### config.mk
export PLATFORM = sky130hd
export DESIGN_NAME = bitmap_pixels_to_mono_packer_core
export DESIGN_NICKNAME = d
export VERILOG_FILES = /design/src/design/bmpm_pkg.sv /design/src/design/bmpm_luma.sv /design/src/design/bitmap_pixels_to_mono_packer_core.sv
export SDC_FILE = /design/constraint.sdc
export NUM_CORES = 1
export LEC_CHECK = 0
export BUFFER_PORTS_ARGS = -buffer_cell sky130_fd_sc_hd__buf_2
export CAP_MARGIN = 20
export CORE_UTILIZATION = 40
export DETAILED_ROUTE_END_ITERATION = 8
export PLACE_DENSITY_LB_ADDON = 0.3
export SETUP_SLACK_MARGIN = 0.5
export SLEW_MARGIN = 20
export SYNTH_ARGS = -nofsm -noshare
export SYNTH_HDL_FRONTEND = slang
export SYNTH_SLANG_ARGS = --single-unit
### constraint.sdc
create_clock -name clk -period 7.85 [get_ports clk]
set_input_delay 0.785 -clock clk [delete_from_list [all_inputs] [get_ports clk]]
set_output_delay 0.785 -clock clk [all_outputs]
set_load 0.01 [all_outputs]
### src/design/bmpm_pkg.sv
package bmpm_pkg;

  // source pixel depth codes (register value 3 is handled as 24-bit)
  typedef enum logic [1:0] {
    DEPTH_1BPP  = 2'd0,
    DEPTH_8BPP  = 2'd1,
    DEPTH_24BPP = 2'd2
  } depth_mode_t;

  // register indexes of the configuration port
  localparam logic [1:0] REG_DEPTH_MODE   = 2'd0;
  localparam logic [1:0] REG_IMAGE_WIDTH  = 2'd1;
  localparam logic [1:0] REG_IMAGE_HEIGHT = 2'd2;

  localparam int CFG_INDEX_W = 2;
  localparam int CFG_DATA_W  = 13;
  localparam int DIM_W       = 13;
  localparam int ADDR_W      = 21;

  localparam int DEF_MAX_WIDTH  = 4096;
  localparam int DEF_MAX_HEIGHT = 4096;

  localparam logic [1:0]       RST_DEPTH_MODE   = 2'd0;
  localparam logic [DIM_W-1:0] RST_IMAGE_WIDTH  = 13'd152;
  localparam logic [DIM_W-1:0] RST_IMAGE_HEIGHT = 13'd296;

  // luma weights and black threshold
  localparam logic [7:0] LUMA_R       = 8'd77;
  localparam logic [7:0] LUMA_G       = 8'd150;
  localparam logic [7:0] LUMA_B       = 8'd29;
  localparam logic [7:0] BLACK_THRESH = 8'd128;

  localparam logic [7:0] PACK_MSB  = 8'h80;
  localparam logic [7:0] PACK_INIT = 8'hFF;

endpackage

### src/design/bmpm_luma.sv
module bmpm_luma
  import bmpm_pkg::*;
(
  input  logic [7:0] comp_b,
  input  logic [7:0] comp_g,
  input  logic [7:0] comp_r,
  output logic       is_black
);

  logic [15:0] luma_sum;
  logic [7:0]  gray;

  // weights sum to 256, so the sum never exceeds 16 bits
  assign luma_sum = 16'(comp_r) * 16'(LUMA_R)
                  + 16'(comp_g) * 16'(LUMA_G)
                  + 16'(comp_b) * 16'(LUMA_B);
  assign gray     = luma_sum[15:8];
  assign is_black = gray < BLACK_THRESH;

endmodule

### src/design/bitmap_pixels_to_mono_packer_core.sv
// bmp pixel array to 1-bpp packer
//
// input channel: in_valid / in_stall with raw_byte, one byte of the bmp pixel
// array per beat in file order, row padding included. output channel:
// out_valid / out_stall with packed_byte, byte_address and last_of_image.
// a beat moves when valid is high and stall is low at a rising edge.
// configuration: cfg_we writes cfg_data into register cfg_index (0 depth
// mode, 1 width, 2 height). any write, even to an unused index, restarts
// the image. write only while the block holds no beat.
// a byte accepted goes into the input register, is classified and packed on
// its way into the result register, which presents its packed byte (if any).
// one byte per cycle sustained while the receiver does not stall: classify
// and pack are combinational between the input register and the result
// register, and the row counters update every beat.
// when the receiver stalls, the result register holds and the input
// register stops behind it; in_stall rises once the input register is full
// and cannot drain. padding beats need no result slot but still wait.
// reset (rst, synchronous): registers go to depth 1-bit, width 152,
// height 296, and the stream restarts at row 0 with no beat pending.
module bitmap_pixels_to_mono_packer_core
  import bmpm_pkg::*;
#(
  parameter int MAX_WIDTH  = DEF_MAX_WIDTH,
  parameter int MAX_HEIGHT = DEF_MAX_HEIGHT
) (
  input  logic                   clk,
  input  logic                   rst,
  input  logic                   cfg_we,
  input  logic [CFG_INDEX_W-1:0] cfg_index,
  input  logic [CFG_DATA_W-1:0]  cfg_data,
  input  logic                   in_valid,
  output logic                   in_stall,
  input  logic [7:0]             raw_byte,
  output logic                   out_valid,
  input  logic                   out_stall,
  output logic [7:0]             packed_byte,
  output logic [ADDR_W-1:0]      byte_address,
  output logic                   last_of_image
);

  // width of a pixel count that can hold MAX_WIDTH itself
  localparam int WW = $clog2(MAX_WIDTH + 1);
  // output bytes per row
  localparam int OB = $clog2((MAX_WIDTH + 7) / 8 + 1);
  // source bytes per row, worst case 24-bit
  localparam int RB = $clog2(3 * MAX_WIDTH + 4);
  localparam int SW = RB + 2;
  localparam int HV = $clog2(MAX_HEIGHT + 1);
  localparam int HB = (MAX_HEIGHT > 1) ? $clog2(MAX_HEIGHT) : 1;

  // configuration registers
  logic [1:0]       pixel_depth_mode;
  logic [DIM_W-1:0] image_width;
  logic [DIM_W-1:0] image_height;

  // stream state
  logic [RB-1:0]     row_byte_position, row_byte_position_next;
  logic [WW-1:0]     pixel_column, pixel_column_next;
  logic [HB-1:0]     file_row, file_row_next;
  logic [15:0]       held_components, held_components_next;
  logic [1:0]        component_index, component_index_next;
  logic [7:0]        packing_byte, packing_byte_next;
  logic [ADDR_W-1:0] row_base, row_base_next;

  // input register
  logic       s1_valid;
  logic [7:0] s1_byte;
  logic       s1_adv;

  // derived geometry
  logic [WW-1:0] w_eff;
  logic [HV-1:0] h_eff;
  logic [OB-1:0] orb;
  logic [RB-1:0] srb;
  logic [SW-1:0] w_x;
  logic [SW-1:0] srb_x;

  // result of the current beat
  logic              res_hit;
  logic [7:0]        res_byte;
  logic [ADDR_W-1:0] res_addr;
  logic              res_last;

  logic          luma_black;
  logic          pix_black;
  logic          pix_have;
  logic [2:0]    pix_bit;
  logic [7:0]    pack_cleared;
  logic          row_last_pix;
  logic          last_row;
  logic          row_end;
  logic          rbp_last;
  logic [RB-1:0] rbp_inc;

  // clamp width and height into their usable range
  always_comb begin
    if (image_width == '0) begin
      w_eff = WW'(1);
    end else if (int'(image_width) > MAX_WIDTH) begin
      w_eff = WW'(MAX_WIDTH);
    end else begin
      w_eff = WW'(image_width);
    end
    if (image_height == '0) begin
      h_eff = HV'(1);
    end else if (int'(image_height) > MAX_HEIGHT) begin
      h_eff = HV'(MAX_HEIGHT);
    end else begin
      h_eff = HV'(image_height);
    end
  end

  assign w_x = SW'(w_eff);
  assign orb = OB'((w_x + SW'(7)) >> 3);

  // source rows are padded to four bytes
  always_comb begin
    case (pixel_depth_mode)
      DEPTH_1BPP: srb_x = ((w_x + SW'(31)) >> 5) << 2;
      DEPTH_8BPP: srb_x = ((w_x + SW'(3)) >> 2) << 2;
      default:    srb_x = ((w_x * SW'(3) + SW'(3)) >> 2) << 2;
    endcase
  end
  assign srb = RB'(srb_x);

  bmpm_luma u_luma (
    .comp_b   (held_components[7:0]),
    .comp_g   (held_components[15:8]),
    .comp_r   (s1_byte),
    .is_black (luma_black)
  );

  // the input register drains whenever the result slot is free or leaving
  assign s1_adv   = s1_valid && (!out_valid || !out_stall);
  assign in_stall = s1_valid && !s1_adv;

  assign rbp_inc      = RB'(row_byte_position + RB'(1));
  assign rbp_last     = row_byte_position == RB'(orb - OB'(1));
  assign row_last_pix = pixel_column == WW'(w_eff - WW'(1));
  assign last_row     = file_row == HB'(h_eff - HV'(1));
  assign row_end      = rbp_inc >= srb;
  assign pix_bit      = pixel_column[2:0];
  assign pack_cleared = pix_black ? (packing_byte & ~(PACK_MSB >> pix_bit)) : packing_byte;

  // a pixel completes on every gray byte or on the red byte of a bgr triple
  always_comb begin
    pix_black = 1'b0;
    pix_have  = 1'b0;
    if ((pixel_depth_mode != DEPTH_1BPP) && (pixel_column < w_eff)) begin
      if (pixel_depth_mode == DEPTH_8BPP) begin
        pix_black = s1_byte < BLACK_THRESH;
        pix_have  = 1'b1;
      end else if (component_index[1]) begin
        pix_black = luma_black;
        pix_have  = 1'b1;
      end
    end
  end

  always_comb begin
    row_byte_position_next = row_byte_position;
    pixel_column_next      = pixel_column;
    file_row_next          = file_row;
    held_components_next   = held_components;
    component_index_next   = component_index;
    packing_byte_next      = packing_byte;
    row_base_next          = row_base;
    res_hit                = 1'b0;
    res_byte               = pack_cleared;
    res_addr               = ADDR_W'(row_base + ADDR_W'(pixel_column >> 3));
    res_last               = last_row && row_last_pix;

    if (pixel_depth_mode == DEPTH_1BPP) begin
      // bytes already hold packed pixels, only the tail past the width is forced white
      res_addr = ADDR_W'(row_base + ADDR_W'(row_byte_position));
      res_last = last_row && rbp_last;
      res_byte = s1_byte;
      if (rbp_last && (w_eff[2:0] != 3'd0)) begin
        res_byte = s1_byte | (PACK_INIT >> w_eff[2:0]);
      end
      res_hit = row_byte_position < RB'(orb);
    end else if (pixel_column < w_eff) begin
      if (pixel_depth_mode != DEPTH_8BPP) begin
        case (component_index)
          2'd0: begin
            held_components_next = {held_components[15:8], s1_byte};
            component_index_next = 2'd1;
          end
          2'd1: begin
            held_components_next = {s1_byte, held_components[7:0]};
            component_index_next = 2'd2;
          end
          default: begin
            component_index_next = 2'd0;
          end
        endcase
      end
      if (pix_have) begin
        packing_byte_next = pack_cleared;
        if ((pix_bit == 3'd7) || row_last_pix) begin
          res_hit           = 1'b1;
          packing_byte_next = PACK_INIT;
        end
        pixel_column_next = WW'(pixel_column + WW'(1));
      end
    end

    row_byte_position_next = rbp_inc;
    if (row_end) begin
      row_byte_position_next = '0;
      pixel_column_next      = '0;
      component_index_next   = 2'd0;
      packing_byte_next      = PACK_INIT;
      if (last_row) begin
        file_row_next = '0;
        row_base_next = '0;
      end else begin
        file_row_next = HB'(file_row + HB'(1));
        row_base_next = ADDR_W'(row_base + ADDR_W'(orb));
      end
    end
  end

  // stream state, cleared on reset and on every configuration write
  always_ff @(posedge clk) begin
    if (rst || cfg_we) begin
      row_byte_position <= '0;
      pixel_column      <= '0;
      file_row          <= '0;
      held_components   <= '0;
      component_index   <= 2'd0;
      packing_byte      <= PACK_INIT;
      row_base          <= '0;
    end else if (s1_adv) begin
      row_byte_position <= row_byte_position_next;
      pixel_column      <= pixel_column_next;
      file_row          <= file_row_next;
      held_components   <= held_components_next;
      component_index   <= component_index_next;
      packing_byte      <= packing_byte_next;
      row_base          <= row_base_next;
    end
  end

  always_ff @(posedge clk) begin
    if (rst) begin
      pixel_depth_mode <= RST_DEPTH_MODE;
      image_width      <= RST_IMAGE_WIDTH;
      image_height     <= RST_IMAGE_HEIGHT;
    end else if (cfg_we) begin
      case (cfg_index)
        REG_DEPTH_MODE:   pixel_depth_mode <= cfg_data[1:0];
        REG_IMAGE_WIDTH:  image_width      <= cfg_data;
        REG_IMAGE_HEIGHT: image_height     <= cfg_data;
        default: ;
      endcase
    end
  end

  // input register
  always_ff @(posedge clk) begin
    if (rst) begin
      s1_valid <= 1'b0;
    end else if (in_valid && !in_stall) begin
      s1_valid <= 1'b1;
    end else if (s1_adv) begin
      s1_valid <= 1'b0;
    end
  end

  always_ff @(posedge clk) begin
    if (in_valid && !in_stall) begin
      s1_byte <= raw_byte;
    end
  end

  // result register
  always_ff @(posedge clk) begin
    if (rst) begin
      out_valid <= 1'b0;
    end else if (s1_adv) begin
      out_valid <= res_hit;
    end else if (!out_stall) begin
      out_valid <= 1'b0;
    end
  end

  always_ff @(posedge clk) begin
    if (s1_adv && res_hit) begin
      packed_byte   <= res_byte;
      byte_address  <= res_addr;
      last_of_image <= res_last;
    end
  end

  // checks
  a_rbp_in_row: assert property (@(posedge clk) disable iff (rst)
    row_byte_position < srb)
    else $error("row byte position past source row length");

  a_col_in_width: assert property (@(posedge clk) disable iff (rst)
    pixel_column <= w_eff)
    else $error("pixel column past image width");

  a_row_in_height: assert property (@(posedge clk) disable iff (rst)
    HV'(file_row) < h_eff)
    else $error("file row past image height");

  a_stall_needs_beat: assert property (@(posedge clk) disable iff (rst)
    in_stall |-> (s1_valid && out_valid && out_stall))
    else $error("input stalled with nothing blocking");

endmodule
==> run_results.csv <==
group,metric,value,unit
clocking,cts_tree,"done",
sta,worst_pin_slew,975,ps
clocking,cts_max_level,4,
routing,num_vias,12100,
sta,setup_tns,0,ps
sta,layout_min_cycle_time,7070,ps
synthesis,syn_avg_cell_area,8.68,sq um
die,core-area,35600,sq um
sta,rsz0062_at_grt,"no",
sta,final-setup-viol-count,0,
synthesis,synth_mux_area_frac,0.0178,
die,pin_count,60,
routing,dr.max_layer_used,"met4",
cells_and_area,final_cell_count_no_fill,2175,
synthesis,synth_top_flop_cell,"dfxtp_1",
placement,pre_cts_slack,444,ps
die,num_rows,69,
routing,drt_first_pass_iters,6,
cells_and_area,layout_common_cells,"ha_1, inv_1, nand2_1, nor2_1, xnor2_1",
global_routing,grt_pass1_wl,61200,um
setup_path,end_kind,"flip-flop",
routing,drtIter0Drc,916,
clocking,path_clk_slew,70,ps
placement,port_buffers,59,
placement,globalplace.congestion,0.925,
routing,dr_wl_met3,2470,um
clocking,root_buffer,"clkbuf_16",
sta,period_share,0.901,
global_routing,grt_max_degree,36,
sta,hold_viol,0,
clocking,cts_sinks,154,
routing,wl_met1,18300,um
run_status,status,"finished, final reports clean",
synthesis,ys_seq_elements,154,
sta,slew_violations,0,
clocking,clock_path_buffers,2,
pwr,p_leak,6.89,nW
sta,whs,442,ps
cells_and_area,final_cell_area,15900,sq um
setup_path,critPathLaunchType,"flip-flop",
synthesis,seq_area_frac_synth,0.240,
pwr,ir_drop,0.000145,V
die,start_util,0.406,
die,die-width,192,um
synthesis,yosysWarnings,0,
routing,wl_met2,16300,um
global_routing,grt-ovfl-total,0,
synthesis,synth-edff-count,38,
placement,place_inst,2137,
hold_path,min_path_type,"reg2reg",
synthesis,synth_cell_type_count,90,
global_routing,antenna_found_initial,0,
sta,fmax,0.141,GHz
setup_path,critPathArrivalTime,7410,ps
routing,antenna_left,0,
setup_path,path_max_fanout,6,
die,die_h,192,um
setup_path,critical_path_class,"reg2reg",
routing,drc,0,
run,maxCapViolCount,0,
routing,finalWirelength,37900,um
synthesis,synthCells,1665,
pwr,p_per_area,132,nW/um^2
cells_and_area,n_antenna_cell,0,
die,die_area,36900,sq um
synthesis,synth_top_family_by_area,"adder cells",
sta,finalClockSkew,10.3,ps
synthesis,synthesis.area,14400,sq um
synthesis,synth_xor_area_frac,0.0935,
clocking,numCtsBuffers,17,
clocking,cts_hold_buf,0,
cells_and_area,drive_gt1_frac,0.0945,
clocking,clk_latency,460,ps
sta,layout_setup_ws,777,ps
cells_and_area,nNetsFinal,1984,
routing,via_per_inst,5.56,
synthesis,async_reset_ff_frac,0,
global_routing,grt_pass1_vias,11600,
synthesis,synth_nets,1948,
synthesis,synthAdderAreaFrac,0.250,
global_routing,grtUsageTotal,0.213,
placement,hpwl,29300,um
synthesis,synthSimpleGateAreaFrac,0.190,
cells_and_area,area_growth,9.82,%
synthesis,synth_compound_area_frac,0.149,
cells_and_area,final_common_cell,"ha_1",
setup_path,critPathRequiredTime,8190,ps
sta,slew_headroom,0.345,
placement,place_area,15200,sq um
routing,wl_per_cell,17.4,um
## synth_stat cells (4+ instances only)
cell	count	area, sq um
ha_1	198	2480
nor2b_1	17	106
or2_2	9	56.3
nor4_1	17	106
nor4_4	4	85.1
fa_1	57	1140
nand2b_1	9	56.3
a22o_1	11	96.3
buf_2	11	55.1
a31oi_1	21	131
inv_1	162	608
nand3b_1	22	165
edfxtp_1	38	1140
and3_1	25	156
or3_1	14	87.6
o21bai_1	7	52.6
and4_1	7	61.3
nor3b_1	5	37.5
o31a_1	6	52.6
dfxtp_1	116	2320
nand3_1	40	200
o21ai_1	7	35.0
nand2_1	134	503
mux2i_1	23	230
o2111ai_1	8	70.1
o21ai_0	57	285
nor3_1	37	185
nand4_1	27	169
and2_1	9	56.3
a21o_1	19	143
xnor2_1	118	1030
o41ai_1	4	35.0
o211ai_1	10	75.1
o31ai_1	5	37.5
a22oi_1	5	37.5
o21a_1	10	75.1
a211oi_1	19	143
nor2_1	130	488
clkbuf_1	40	150
xor2_1	33	289
a21oi_1	97	485
## per-layer routing
metal | track usage | vias to the layer above
met2 | 0.324 | 361
li1 | - | 5913
met5 | 0 | -
met3 | 0.0380 | 53
met4 | 0.0633 | 0
met1 | 0.305 | 5756
## layout make-up
class                   instances  area (sq um)
flip-flops and latches        154          3470
clock inverters                14           150
well taps                     461           577
fillers                      3463         19700
multi-input cells            1289         10200
inverters                     165           619
repair buffers                 74           428
clock buffers                  18           450
## per-stage QoR
step	utilization	power [mW]
final	0.446	2.10
after global routing	0.446	2.20
after CTS	0.443	2.11
after detailed placement	0.426	1.25
after global placement	0.426	1.24
after floorplan	-	1.14
## where the power goes
group | switching, mW | leakage (nW) | internal (mW)
combinational | 0.234 | 5.28 | 0.150
clock | 0.395 | 0.294 | 0.470
sequential | 0.0229 | 1.32 | 0.828
total | 0.652 | 6.89 | 1.45
## cells by family (layout without fill, tap and decap cells)
kind of cell / Yosys count / after routing
fa+ha+maj: 255 / 255
simple gates: 530 / 531
xor+xnor: 152 / 152
flops: 154 / 154
mux: 25 / 25
compound gates: 326 / 326
buf+inv: 223 / 271
## worst max-delay path: stages, from the launching register on
cell      delay, ps
dfxtp_2         350
ha_1            300
ha_1            280
ha_1            280
inv_1            50
fa_1            500
inv_1            40
ha_1            340
a21oi_2         230
xnor2_2         140
fa_1            460
fa_1            530
inv_1            50
fa_1            460
fa_1            540
inv_1            40
ha_1            280
nand4_1          80
a211o_1         290
a31oi_2         170
nor4_1           90
or3b_1          350
o211ai_1        180
buf_4           160
nand2_2         100
o31a_1          330
or3_1           310
## worst paths after layout
kind                            cells after the start              end                 from  slack (ps)
worst max-delay path                               26  packing_byte[3]  held_components[11]         780
worst min-delay path                                1  packing_byte[0]      packing_byte[0]         440
worst max register to register                     26  packing_byte[3]  held_components[11]         780
worst min register to register                      1  packing_byte[0]      packing_byte[0]         440
## what timing repair did
item,CTS,global route
pin swaps,0,1
cloned,0,1
setup buffers,0,4
setup endpoints to repair,2,14
gates resized for setup,1,10
## state kept, by name, indices dropped and copies added (netlist names)
name / flops
s1_valid: 1
s1_byte: 8
image_width: 13
file_row: 12
component_index: 2
packing_byte: 8
pixel_column: 13
row_byte_position: 14
image_height: 13
byte_address: 21
held_components: 16
row_base: 21
out_valid: 1
pixel_depth_mode: 2
packed_byte: 8
last_of_image: 1
(Power assumes the default switching activity.)
